--- src/rtl/core/cic_pkg.sv ---
// shared types and the saturating add for the chapter interval coalescer
`timescale 1ns / 1ps
package cic_pkg;
    localparam logic OP_ADD   = 1'b0;
    localparam logic OP_CLEAR = 1'b1;

    typedef struct packed {
        logic        opcode;
        logic [31:0] chapter_frame;
    } cic_in_t;

    typedef struct packed {
        logic [31:0] cluster_first;
        logic [31:0] cluster_pages;
        logic        target_reached;
        logic        table_full;
    } cic_out_t;

    typedef struct packed {
        logic [31:0] start;
        logic [31:0] length;
    } cic_entry_t;

    function automatic logic [31:0] cic_sat_add(input logic [31:0] a, input logic [31:0] b);
        logic [32:0] s;
        s = {1'b0, a} + {1'b0, b};
        return s[32] ? 32'hFFFF_FFFF : s[31:0];
    endfunction
endpackage

--- src/rtl/core/chapter_interval_coalescer_unit.sv ---
// top level of the chapter interval coalescer
`timescale 1ns / 1ps
// Cluster table in one synchronous memory, walked by a sequencer entry by
// entry. An add beat scans entries up to the insertion point, then shifts
// later entries on an insert or a merge of two clusters; a clear needs no
// table walk. The sequencer is paced by the single memory port pair (one
// read, one write). One item is in flight at a time; the result sits in an
// output register and the next beat is taken once it is handed off.
module chapter_interval_coalescer_unit #(
    parameter int MAX_CLUSTERS      = 16,
    parameter int PAGES_PER_CHAPTER = 1024
) (
    input  logic              aclk,
    input  logic              aresetn,
    input  logic              cfg_we,
    input  logic [15:0]       cfg_wdata,
    input  logic              s_valid,
    output logic              s_ready,
    input  cic_pkg::cic_in_t  s_data,
    output logic              m_valid,
    input  logic              m_ready,
    output cic_pkg::cic_out_t m_data
);
    import cic_pkg::*;

    localparam int AW = (MAX_CLUSTERS > 1) ? $clog2(MAX_CLUSTERS) : 1;
    localparam int CW = $clog2(MAX_CLUSTERS + 1);
    localparam logic [31:0] CP = 32'(PAGES_PER_CHAPTER);

    typedef enum logic [9:0] {
        ST_IDLE   = 10'b0000000001,
        ST_SCAN   = 10'b0000000010,
        ST_SCANW  = 10'b0000000100,
        ST_PREV   = 10'b0000001000,
        ST_DECIDE = 10'b0000010000,
        ST_INSR   = 10'b0000100000,
        ST_INSW   = 10'b0001000000,
        ST_REMR   = 10'b0010000000,
        ST_REMW   = 10'b0100000000,
        ST_DONE   = 10'b1000000000
    } state_t;

    state_t state_reg, state_next;
    logic [15:0] target_reg;
    logic [CW-1:0] used_reg, used_next;
    logic [CW-1:0] pos_reg, pos_next;   // scan index / shift index
    logic [31:0] frame_reg, frame_next;
    cic_entry_t cur_reg, cur_next;      // entry at pos
    cic_entry_t prv_reg, prv_next;      // entry at pos-1
    cic_entry_t hold_reg, hold_next;    // entry carried along while shifting
    logic cur_ok_reg, cur_ok_next;
    logic m_valid_reg, m_valid_next;
    cic_out_t m_data_reg, m_data_next;
    logic [47:0] tgt_pages;

    logic wr_en;
    logic [AW-1:0] wr_addr, rd_addr;
    cic_entry_t wr_data, rd_data;

    cic_mem #(.DEPTH(MAX_CLUSTERS), .AW(AW)) u_mem (
        .aclk(aclk), .wr_en(wr_en), .wr_addr(wr_addr), .wr_data(wr_data),
        .rd_addr(rd_addr), .rd_data(rd_data)
    );

    assign tgt_pages = 48'(target_reg) * 48'(CP);
    assign s_ready = (state_reg == ST_IDLE) && !m_valid_reg;
    assign m_valid = m_valid_reg;
    assign m_data  = m_data_reg;

    function automatic cic_out_t mk_res(input cic_entry_t e, input logic [47:0] t);
        cic_out_t r;
        r.cluster_first  = e.start;
        r.cluster_pages  = e.length;
        r.target_reached = ({16'd0, e.length} >= t);
        r.table_full     = 1'b0;
        return r;
    endfunction

    logic [32:0] chap_end, prv_end;
    assign chap_end = {1'b0, frame_reg} + {1'b0, CP};
    assign prv_end  = {1'b0, prv_reg.start} + {1'b0, prv_reg.length};

    always_comb begin
        cic_entry_t merged;
        state_next = state_reg; used_next = used_reg; pos_next = pos_reg;
        frame_next = frame_reg; cur_next = cur_reg; prv_next = prv_reg;
        hold_next = hold_reg; cur_ok_next = cur_ok_reg;
        m_valid_next = m_valid_reg; m_data_next = m_data_reg;
        wr_en = 1'b0; wr_addr = pos_reg[AW-1:0]; wr_data = hold_reg;
        rd_addr = pos_reg[AW-1:0];
        merged = cur_reg;
        if (m_valid_reg && m_ready) m_valid_next = 1'b0;
        case (state_reg)
            ST_IDLE: begin
                if (s_valid && s_ready) begin
                    frame_next = s_data.chapter_frame;
                    pos_next = '0;
                    if (s_data.opcode == OP_CLEAR) begin
                        used_next = '0;
                        m_data_next = '0;
                        m_valid_next = 1'b1;
                    end else begin
                        state_next = ST_SCAN;
                    end
                end
            end
            ST_SCAN: begin
                // read entry pos, result arrives next cycle
                if (pos_reg < used_reg) begin
                    state_next = ST_SCANW;
                end else begin
                    cur_ok_next = 1'b0;
                    state_next = (pos_reg != '0) ? ST_PREV : ST_DECIDE;
                end
            end
            ST_SCANW: begin
                if (rd_data.start <= frame_reg) begin
                    prv_next = rd_data;
                    pos_next = pos_reg + 1'b1;
                    state_next = ST_SCAN;
                    rd_addr = pos_next[AW-1:0];
                end else begin
                    cur_next = rd_data;
                    cur_ok_next = 1'b1;
                    state_next = ST_DECIDE;
                end
            end
            ST_PREV: state_next = ST_DECIDE;   // prv_reg already holds pos-1
            ST_DECIDE: begin
                if (cur_ok_reg && chap_end == {1'b0, cur_reg.start}) begin
                    merged.start = frame_reg;
                    merged.length = cic_sat_add(cur_reg.length, CP);
                    if (pos_reg != '0 && prv_end == {1'b0, frame_reg}) begin
                        merged.start = prv_reg.start;
                        merged.length = cic_sat_add(merged.length, prv_reg.length);
                        // write merged at pos-1, then pull later entries down
                        wr_en = 1'b1;
                        wr_addr = AW'(pos_reg - 1'b1);
                        wr_data = merged;
                        m_data_next = mk_res(merged, tgt_pages);
                        used_next = used_reg - 1'b1;
                        pos_next = pos_reg;
                        state_next = ST_REMR;
                    end else begin
                        wr_en = 1'b1;
                        wr_data = merged;
                        m_data_next = mk_res(merged, tgt_pages);
                        state_next = ST_DONE;
                    end
                end else if (pos_reg != '0 && prv_end == {1'b0, frame_reg}) begin
                    merged = prv_reg;
                    merged.length = cic_sat_add(prv_reg.length, CP);
                    wr_en = 1'b1;
                    wr_addr = AW'(pos_reg - 1'b1);
                    wr_data = merged;
                    m_data_next = mk_res(merged, tgt_pages);
                    state_next = ST_DONE;
                end else if (used_reg >= CW'(MAX_CLUSTERS)) begin
                    m_data_next = '0;
                    m_data_next.table_full = 1'b1;
                    state_next = ST_DONE;
                end else begin
                    merged.start = frame_reg;
                    merged.length = CP;
                    wr_en = 1'b1;
                    wr_data = merged;
                    m_data_next = mk_res(merged, tgt_pages);
                    hold_next = cur_reg;
                    used_next = used_reg + 1'b1;
                    pos_next = pos_reg + 1'b1;
                    state_next = cur_ok_reg ? ST_INSR : ST_DONE;
                end
            end
            ST_INSR: begin
                // hold_reg is the displaced entry bound for pos; read old pos
                if (pos_reg < used_reg - 1'b1) state_next = ST_INSW;
                else begin
                    wr_en = 1'b1;
                    state_next = ST_DONE;
                end
            end
            ST_INSW: begin
                wr_en = 1'b1;
                hold_next = rd_data;
                pos_next = pos_reg + 1'b1;
                state_next = ST_INSR;
            end
            ST_REMR: begin
                // move entry pos+1 down to pos; pos starts at the slot of the absorbed entry
                if (pos_reg < used_reg) begin
                    rd_addr = AW'(pos_reg + 1'b1);
                    state_next = ST_REMW;
                end else state_next = ST_DONE;
            end
            ST_REMW: begin
                wr_en = 1'b1;
                wr_data = rd_data;
                pos_next = pos_reg + 1'b1;
                state_next = ST_REMR;
            end
            ST_DONE: begin
                m_valid_next = 1'b1;
                state_next = ST_IDLE;
            end
            default: state_next = ST_IDLE;
        endcase
    end

    always_ff @(posedge aclk) begin
        if (!aresetn) begin
            state_reg <= ST_IDLE;
            used_reg <= '0;
            m_valid_reg <= 1'b0;
            target_reg <= 16'd1;
        end else begin
            state_reg <= state_next;
            used_reg <= used_next;
            m_valid_reg <= m_valid_next;
            if (cfg_we) target_reg <= cfg_wdata;
        end
        pos_reg <= pos_next; frame_reg <= frame_next; cur_reg <= cur_next;
        prv_reg <= prv_next; hold_reg <= hold_next; cur_ok_reg <= cur_ok_next;
        m_data_reg <= m_data_next;
    end
endmodule

--- src/rtl/core/cic_mem.sv ---
// cluster table memory, one write and one registered read port
`timescale 1ns / 1ps
module cic_mem #(
    parameter int DEPTH = 16,
    parameter int AW    = 4
) (
    input  logic                aclk,
    input  logic                wr_en,
    input  logic [AW-1:0]       wr_addr,
    input  cic_pkg::cic_entry_t wr_data,
    input  logic [AW-1:0]       rd_addr,
    output cic_pkg::cic_entry_t rd_data
);
    import cic_pkg::*;

    cic_entry_t mem [DEPTH];

    always_ff @(posedge aclk) begin
        if (wr_en) begin
            mem[wr_addr] <= wr_data;
        end
        rd_data <= mem[rd_addr];
    end
endmodule

--- config.mk ---
export PLATFORM = sky130hd
export DESIGN_NAME = chapter_interval_coalescer_unit
export DESIGN_NICKNAME = d
export VERILOG_FILES = /design/src/rtl/core/cic_pkg.sv /design/src/rtl/core/chapter_interval_coalescer_unit.sv /design/src/rtl/core/cic_mem.sv
export SDC_FILE = /design/constraint.sdc
export NUM_CORES = 2
export LEC_CHECK = 0
export ABC_CLOCK_PERIOD_IN_PS = 10900
export BUFFER_PORTS_ARGS = -buffer_cell sky130_fd_sc_hd__buf_4
export CAP_MARGIN = 40
export CORE_UTILIZATION = 37
export CTS_CLUSTER_SIZE = 28
export DETAILED_ROUTE_END_ITERATION = 10
export PLACE_DENSITY_LB_ADDON = 0.2
export RECOVER_POWER = 25
export SYNTH_ARGS = -nofsm -noshare
export SYNTH_HDL_FRONTEND = slang
export SYNTH_HIERARCHICAL = 1
export SYNTH_SLANG_ARGS = --single-unit
--- constraint.sdc ---
create_clock -name aclk -period 10.9 [get_ports aclk]
set_input_delay 2.18 -clock aclk [delete_from_list [all_inputs] [get_ports aclk]]
set_output_delay 2.18 -clock aclk [all_outputs]
set_load 0.005 [all_outputs]
==> flow_summary.ini <==
[floorplanning]
ios = 122
rows = 150
die_w_um = 414
start_util_pct = 37.4
fp.dieH_um = 414
fp.dieArea_um2 = 171000
core_um2 = 168000

[routing]
ant_nets = 0
drc = 0
avgRoutedWirePerCell_um = 28.7
drt-total-wl_um = 185000
drt_iter0_drc = 3787
dr.pass1.iters = 6
num_vias = 37085
vias_per_cell = 5.74

[place]
hpwlAfterDp_um = 125000
dpl.cell_count = 6185
place_congestion = 0.952
post-place-ws_ns = 3.35
port_buffers = 121

[yosys]
synth_edf_count = 1320
synth_simple_gate_area_share_pct = 7.03
synth_compound_area_share_pct = 8.00
synthTopCellsByArea = edfxtp_1 (63%), mux4_2 (9.2%), ha_1 (3.2%), dfxtp_1 (3.1%), a22oi_1 (1.8%)
yosysWarnings = 6
synth-async-reset-ratio_pct = 0
synth_cell_types = 105
synth_top_family_by_area = multiplexers
syn_area_per_cell_um2 = 15.8
synth_fa_ha_area_share_pct = 3.27
synth_xor_xnor_area_share_pct = 1.99
synth_top_area_share_pct = 63.1
yosys.area.top_type = edfxtp_1
synth_seq_cells = 1416
seq_area_frac_synth_pct = 66.2
ys.flop_type = edfxtp_1
netlist_area_um2 = 62800
synthMuxAreaShare_pct = 11.4
syn_inst = 3968
syn_nets = 4184

[clock_network]
cts_made_buffers = 150
path_clk_slew_ns = 0.06
clk_latency_ns = 0.80
hold_buffers = 0
tritoncts = yes
clockRootBuffer = clkbuf_16
cts_sinks = 1416
cts_buffer_depth = 3
htree_levels = 4
postCtsSetupRepairBufs = 0
cts_resized = 0

[final_layout]
nets = 4349
largest_reg_flops = 1024
stdcell_count = 6465
area_growth_pct = 13.4
final_cell_mix = edfxtp_1 (1320), nand2_1 (269), mux4_2 (256), ha_1 (160), clkbuf_16 (157)
final_common_cell = edfxtp_1
layout-drive-gt1-share_pct = 18.0

[global_routing]
grt_max_degree = 119
grt_util_met2_pct = 32.9
grt-ovfl-total = 0
grtUsageMet1_pct = 31.6
grt_use_total_pct = 21.5
busiest_layer = met2
grt_pass1_wl_um = 265000
use_met3_pct = 3.44
antenna_found_initial = 7
grt_pass1_vias = 36127

[power_and_ir_drop]
p_int_mw = 10.0
p_total_mw = 13.9
pwr-share-clk_pct = 36.4
combPwrFrac_pct = 16.3
seq_power_share_pct = 47.3
irDropWorstVdd_v = 0.000186
p_leak_nw = 23.7
cellPowerDensity_nw_per_um2 = 195
p_switching_mw = 3.83
switching_share_pct = 27.6

[timing]
final-max-slew-violation-count = 391
finalHoldViolCount = 0
setup_viol_count_final = 0
finalHoldWorstSlack_ns = 0.505
tns_ns = 0
rsz0062_at_grt = false
fin_ws_ns = 1.54
clock_skew_ns = 0.0448
fmax_mhz = 107
worstMarginPinSlew_ns = 3.61
timing.final.crit_period_ns = 9.36
slew_headroom_pct = -141
fin_crit_sh_pct = 85.8

[worst_hold_path]
hold_class = flip-flop to flip-flop

[setup_path]
path_buf_inv = 4
cp.required_ns = 11.26
crit_chain = ha_1 > nand3_1 > nor3_1 > o21bai_1 > or4_1 > nor4b_1 > o2111a_1 > clkbuf_1 > inv_1 > nand2_1 > clkbuf_1 > mux2i_4 > buf_4 > o211a_1 > a211o_1
critPathMaxStageDelay_ns = 1.88
crit_fanout = 35
worstSetupEndpointType = flip-flop
arrival_ns = 9.72
path_delay_family = buffers and inverters
cp-start-kind = flip-flop
crit_type = flip-flop to flip-flop
crit_slowest_cell = clkbuf_1
crit_top_cell = clkbuf_1

[outcome]
violations = capacitance limit, slew limit
status = complete, but fails checks

[job]
maxCapViolations = 11
through the flow:
step,utilization [%],area [µm²]
after floorplan,-,62800
after global placement,39.5,66300
after detailed placement,39.7,66600
after CTS,42.6,71500
after global routing,42.4,71200
final,42.5,71200
power by group through the flow:
stage	Combinational [mW]	Sequential, mW	Clock (mW)
6_report	2.26	6.56	5.06
3_3_place_gp	2.26	6.66	0
2_1_floorplan	1.52	6.43	0
3_5_place_dp	2.29	6.66	0
5_1_grt	2.45	6.58	5.38
4_1_cts	2.30	6.54	5.17
cells in the mapped netlist, types with 26 or more instances:
cell type and instances:
mux4_2 256, nor4_1 29, a211o_1 34, nand4_1 64, a22oi_1 149, xor2_1 61, dfxtp_1 96, nor2_1 136
nand3_1 67, mux2i_1 54, nand2b_1 28, a21o_1 50, mux2_2 71, a21oi_1 145, buf_2 40, edfxtp_1 1320
nor3_1 58, o211a_1 31, clkbuf_1 116, nand2_1 268, inv_1 94, o21ai_0 77, xnor2_1 78, and3_1 26
nand3b_1 43, ha_1 160, nor2b_1 39
final timing paths:
path                startpoint           endpoint  slack (ns)  depth (start not counted)
max              frame_reg[10]  u_mem/mem[11][54]        1.54                         15
min          u_mem/rd_data[23]        cur_reg[23]        0.51                          0
max reg2reg      frame_reg[10]  u_mem/mem[11][54]        1.54                         15
min reg2reg  u_mem/rd_data[23]        cur_reg[23]        0.51                          0
cell families after synthesis:
group                      Yosys count
DFF                               1416
and+or+nand+nor                    857
AOI/OAI and AO/OA                  707
muxes                              383
buffers and inverters              301
adders and majority gates          163
xor gates and xnor gates           141
layout make-up:
type,count,area [µm²]
fillers,15084,96600
multi-input cells,2251,20000
repair buffers,218,1640
diodes,5,12.5
clock inverters,68,629
clock buffers,207,4250
flip-flops and latches,1416,41600
well taps,2204,2760
inverters,96,362
per-layer routing:
metal  vias up  wire length [µm]
li1      16250                 -
met1     19316             84500
met2      1265             83500
met3       254             11200
met4         0              6110
met5         -                 0
No activity file was read; power rests on OpenSTA's default activity.
